==> src/rtl/core/mis_pkg.sv <==
// shared constants and types for the minimum image separation block
package mis_pkg;

  localparam int NUM_LANES = 3;
  localparam int COORD_W   = 32;
  localparam int LEN_W     = 31;
  localparam int SEP_W     = COORD_W + 1;
  localparam int MAG_W     = COORD_W;
  localparam int NUM_W     = MAG_W + 2;
  localparam int REM_W     = LEN_W + 1;
  localparam int DIV_STEPS = NUM_W;
  localparam int SQ_W      = 2 * MAG_W;

  localparam int LANE_LAT  = DIV_STEPS + 6;
  localparam int MERGE_LAT = 2;
  localparam int PIPE_LAT  = LANE_LAT + MERGE_LAT;

  localparam int Q_DEPTH = 64;
  localparam int Q_AW    = $clog2(Q_DEPTH);
  localparam int Q_CW    = Q_AW + 1;

  localparam int IN_W    = 2 * NUM_LANES * COORD_W;
  localparam int RES_W   = NUM_LANES * SEP_W + SQ_W + NUM_LANES;
  localparam int OUT_W   = ((RES_W + 7) / 8) * 8;
  localparam int OUT_PAD = OUT_W - RES_W;

  localparam int ADDR_W = 5;
  localparam int CFG_W  = 32;

  localparam logic [LEN_W-1:0] LEN_RESET = LEN_W'(65536);

  typedef enum logic [2:0] {
    REG_BOX_X = 3'd0,
    REG_BOX_Y = 3'd1,
    REG_BOX_Z = 3'd2,
    REG_PER_X = 3'd3,
    REG_PER_Y = 3'd4,
    REG_PER_Z = 3'd5
  } reg_idx_t;

  // one divider stage of a lane
  typedef struct packed {
    logic [REM_W-1:0] rem;
    logic [NUM_W-1:0] num;
    logic [LEN_W-1:0] len;
    logic [SEP_W-1:0] d;
    logic [MAG_W-1:0] mag;
    logic             flag;
    logic             bypass;
  } div_t;

  typedef struct packed {
    logic [SEP_W-1:0] sep;
    logic             wrapped;
    logic [SQ_W-1:0]  sq;
  } lane_out_t;

  typedef struct packed {
    logic [NUM_LANES-1:0]            wrapped;
    logic [SQ_W-1:0]                 dist_sq;
    logic [NUM_LANES-1:0][SEP_W-1:0] sep;
  } res_t;

endpackage

==> src/rtl/core/mis_merge.sv <==
// merges the lanes: saturating sum of squares, separations and wrap flags
module mis_merge import mis_pkg::*; (
  input  logic      clk,
  input  lane_out_t lanes [NUM_LANES],
  output res_t      res
);

  logic [SQ_W:0]                   m_sum01;
  logic [SQ_W-1:0]                 m_sq2;
  logic [NUM_LANES-1:0][SEP_W-1:0] m_sep;
  logic [NUM_LANES-1:0]            m_wr;
  logic [SQ_W+1:0]                 total;

  always_ff @(posedge clk) begin
    m_sum01 <= {1'b0, lanes[0].sq} + {1'b0, lanes[1].sq};
    m_sq2   <= lanes[2].sq;
    for (int i = 0; i < NUM_LANES; i++) begin
      m_sep[i] <= lanes[i].sep;
      m_wr[i]  <= lanes[i].wrapped;
    end
  end

  assign total = {1'b0, m_sum01} + {2'b0, m_sq2};

  always_ff @(posedge clk) begin
    res.sep     <= m_sep;
    res.wrapped <= m_wr;
    res.dist_sq <= (total[SQ_W+1:SQ_W] != 2'b0) ? '1 : total[SQ_W-1:0];
  end

endmodule

==> config.mk <==
export PLATFORM = sky130hd
export DESIGN_NAME = mis_merge
export DESIGN_NICKNAME = d
export VERILOG_FILES = /design/src/rtl/core/mis_pkg.sv /design/src/rtl/core/mis_merge.sv
export SDC_FILE = /design/constraint.sdc
export NUM_CORES = 1
export LEC_CHECK = 0
export CORE_AREA = 2 2 179 181
export CTS_BUF_LIST = sky130_fd_sc_hd__clkbuf_4
export CTS_CLUSTER_SIZE = 25
export DETAILED_ROUTE_END_ITERATION = 10
export DIE_AREA = 0 0 181 183
export DONT_BUFFER_PORTS = 1
export GPL_TIMING_DRIVEN = 0
export HOLD_SLACK_MARGIN = 0.05
export PLACE_DENSITY = 0.67
export SYNTH_ARGS = -nofsm -noshare
export SYNTH_HDL_FRONTEND = slang
export SYNTH_SLANG_ARGS = --single-unit
==> constraint.sdc <==
create_clock -name clk -period 4.96 [get_ports clk]
set_input_delay 0.992 -clock clk [delete_from_list [all_inputs] [get_ports clk]]
set_output_delay 0.992 -clock clk [all_outputs]
set_load 0.02 [all_outputs]
==> impl_metrics.tcl <==
set metrics [dict create \
    timing.final.crit_share_pct 81.8 \
    reg2reg_from "m_sum01[0]" \
    first_iter_violations 648 \
    rrSetupSlack_ns 0.90 \
    hp-start "lanes[7]" \
    ys_types 70 \
    grt_util_met3_pct 8.36 \
    gr-total-overflow 0 \
    fin_skew_ns 0.0326 \
    holdBufCountCts 0 \
    crit_arrival_ns 4.68 \
    critPathTopFamily "compound AO/OA/AOI/OAI gates" \
    ir_worst_vdd_uv 194 \
    vias_per_cell 5.57 \
    crit_path_max_fanout 10 \
    worstSetupPathType "flip-flop to flip-flop" \
    clockBufferDepth 3 \
    die_w_um 181 \
    rsz0062_at_grt "no" \
    cp-start-kind "flip-flop" \
    worstHoldEndpoint "m_sq2[7]" \
    cts-buffers-inserted 92 \
    die_h_um 183 \
    finalHoldViolCount 0 \
    r2r_cells 13 \
    fin_tns_setup_ns 0 \
    cts_root_buf "clkbuf_4" \
    yosysWarnings 0 \
    synthTopCellsByCount "dfxtp_1, a21oi_1, ha_1" \
    antenna_found_initial 15 \
    synthFlopType "dfxtp_1" \
    hp-class "primary input to flip-flop" \
    first_pass_iters 5 \
    yosysMostFrequentCell "dfxtp_1" \
    grt_pass1_vias 11720 \
    ys_seq_area_share_pct 49.7 \
    port-buffer-count 0 \
    die_area_um2 33100 \
    final_nets 2128 \
    dp.cells 2011 \
    drc_errors 0 \
    htree_levels 3 \
    grt_max_degree 15 \
    synthTopCellsByArea "dfxtp_1, ha_1, a21oi_1" \
    clkSinkCount 397 \
    grtUsageTotal_pct 25.5 \
    worst_pin_slew_ns 0.885 \
    crit_path_max_incr_delay_ns 0.58 \
    worstSetupEndpointType "flip-flop" \
    preCtsSetupSlack_ns 0.517 \
    crit_chain "ha_1 -> fa_1 -> a211oi_1 -> o211ai_1 -> nand3_1 -> nand2_1 -> a31oi_1 -> o21ba_2 -> o21ai_1 -> a21oi_1 -> o31a_1 -> clkbuf_1 -> nand2b_1" \
    post-dp-hpwl_mm 35.7 \
    maxSlewViolCount 0 \
    period_needed_ns 4.06 \
    holdPathStages 0 \
    routedWlPerCell_um 20.2 \
    setup_ws_ns 0.905 \
    grt_use_met2_pct 40.5 \
    io_pins 461 \
    syn_avg_cell_area_um2 9.93 \
    finalWirelength_mm 44.0 \
    clk_pin_slew_ns 0.07 \
    vias 12137 \
    grt_most_used_layer "met2" \
    clk-insertion-delay-late_ns 0.72 \
    fin_cells 2180 \
    drive_gt1_share_pct 9.33 \
    ys_seq_elements 397 \
    cts_tree "done" \
    power-per-cell-area_nw_per_um2 518 \
    path_buf_inv 1 \
    synth_top_area_cell "dfxtp_1" \
    antenna_left 0 \
    start_util_pct 51.2 \
    fmax_mhz 247 \
    crit_slowest_cell "a31oi_1" \
    async_flop_share_pct 0 \
    crit_required_ns 5.59 \
    grt_pass1_wl_mm 65.0 \
    synth-edff-count 0 \
    status "finished, final reports clean" \
    synth_area_um2 16000 \
    p_leak_nw 7.59 \
    gp_congestion 0.890 \
    syn-instance-count 1609 \
    finalSetupViolCount 0 \
    rows 65 \
    yosysTopAreaCellShare_pct 49.7 \
    syn_nets 2034 \
    cap_viol_max_count 0 \
    use_met1_pct 32.4 \
    core_area_um2 31200 \
    slew_headroom_pct 40.5 \
    cts.repair.resized 0 \
    area_growth_syn_to_layout_pct 10.8 \
    reg2reg_to "res[152]" \
    cts_setup_buffers 0 \
]
-- metal layers --
metal | share of wire [%] | up-vias | wire, um
met2 | 45 | 553 | 19700
met3 | 8.8 | 74 | 3870
met5 | 0.17 | - | 75
li1 | - | 6012 | -
met4 | 2.3 | 12 | 1030
met1 | 44 | 5486 | 19300
-- how the worst max path moves through the flow --
| stage | start | cells after the start | end |
|---|---|---|---|
| 2_1_floorplan | lanes[100] | 11 | m_sum01[43] |
| 3_3_place_gp | lanes[98] | 12 | m_sum01[64] |
| 3_5_place_dp | lanes[98] | 12 | m_sum01[58] |
| 4_1_cts | m_sum01[0] | 13 | res[152] |
| 5_1_grt | m_sum01[0] | 13 | res[152] |
| 6_report | m_sum01[0] | 13 | res[152] |
-- cell type report --
type                            instances  area (um2)
Fill cell                            2829       13500
Sequential cell                       397        7950
Multi-Input combinational cell       1125        7700
Clock buffer                          133         998
Tap cell                              402         503
Buffer                                 56         219
Clock inverter                         26         206
Inverter                               31         116
Antenna cell                           10        25.0
-- stage by stage --
step	instance area, um2	power, mW	hold slack, ns	utilization [%]
floorplan	16000	5.92	0.310	-
global placement	16500	6.60	0.310	52.8
detailed placement	16500	6.62	0.312	52.8
CTS	17700	9.25	0.206	56.7
global route	17700	9.72	0.220	56.7
finish	17700	9.18	0.287	56.7
-- flip-flops by register name, summed over array words and instances, names as in the netlist --
register	cells
m_wr	3
m_sep	99
m_sum01	65
m_sq2	64
res	166
-- layout by cell type, fill, tap and decap left out, drive strengths merged, types with 15 or more instances in the layout --
cell type / n
a211oi: 15
nand3: 32
clkinv: 20
a21o: 75
clkbuf: 184
nor2: 72
nand4: 35
xnor2: 76
inv: 33
nand2b: 63
o21ai: 90
xor2: 39
ha: 128
nor3: 30
dfxtp: 397
a31oi: 17
o21bai: 32
nand2: 110
a21oi: 161
-- power breakdown --
| group | total [mW] | switching (mW) | internal (mW) |
|---|---|---|---|
| clock network | 2.59 | 1.20 | 1.40 |
| logic | 2.26 | 1.36 | 0.896 |
| registers | 4.33 | 0.660 | 3.67 |
| total | 9.18 | 3.22 | 5.96 |
-- logic make-up after synthesis --
| logic type | after synthesis | share of synthesized area [%] |
|---|---|---|
| mux | 1 | 0.0626 |
| buf+inv | 87 | 2.10 |
| simple gates | 409 | 12.9 |
| compound gates | 470 | 18.7 |
| fa+ha+maj | 130 | 10.3 |
| xor+xnor | 115 | 6.30 |
| flops | 397 | 49.7 |
(Power assumes the default switching activity.)
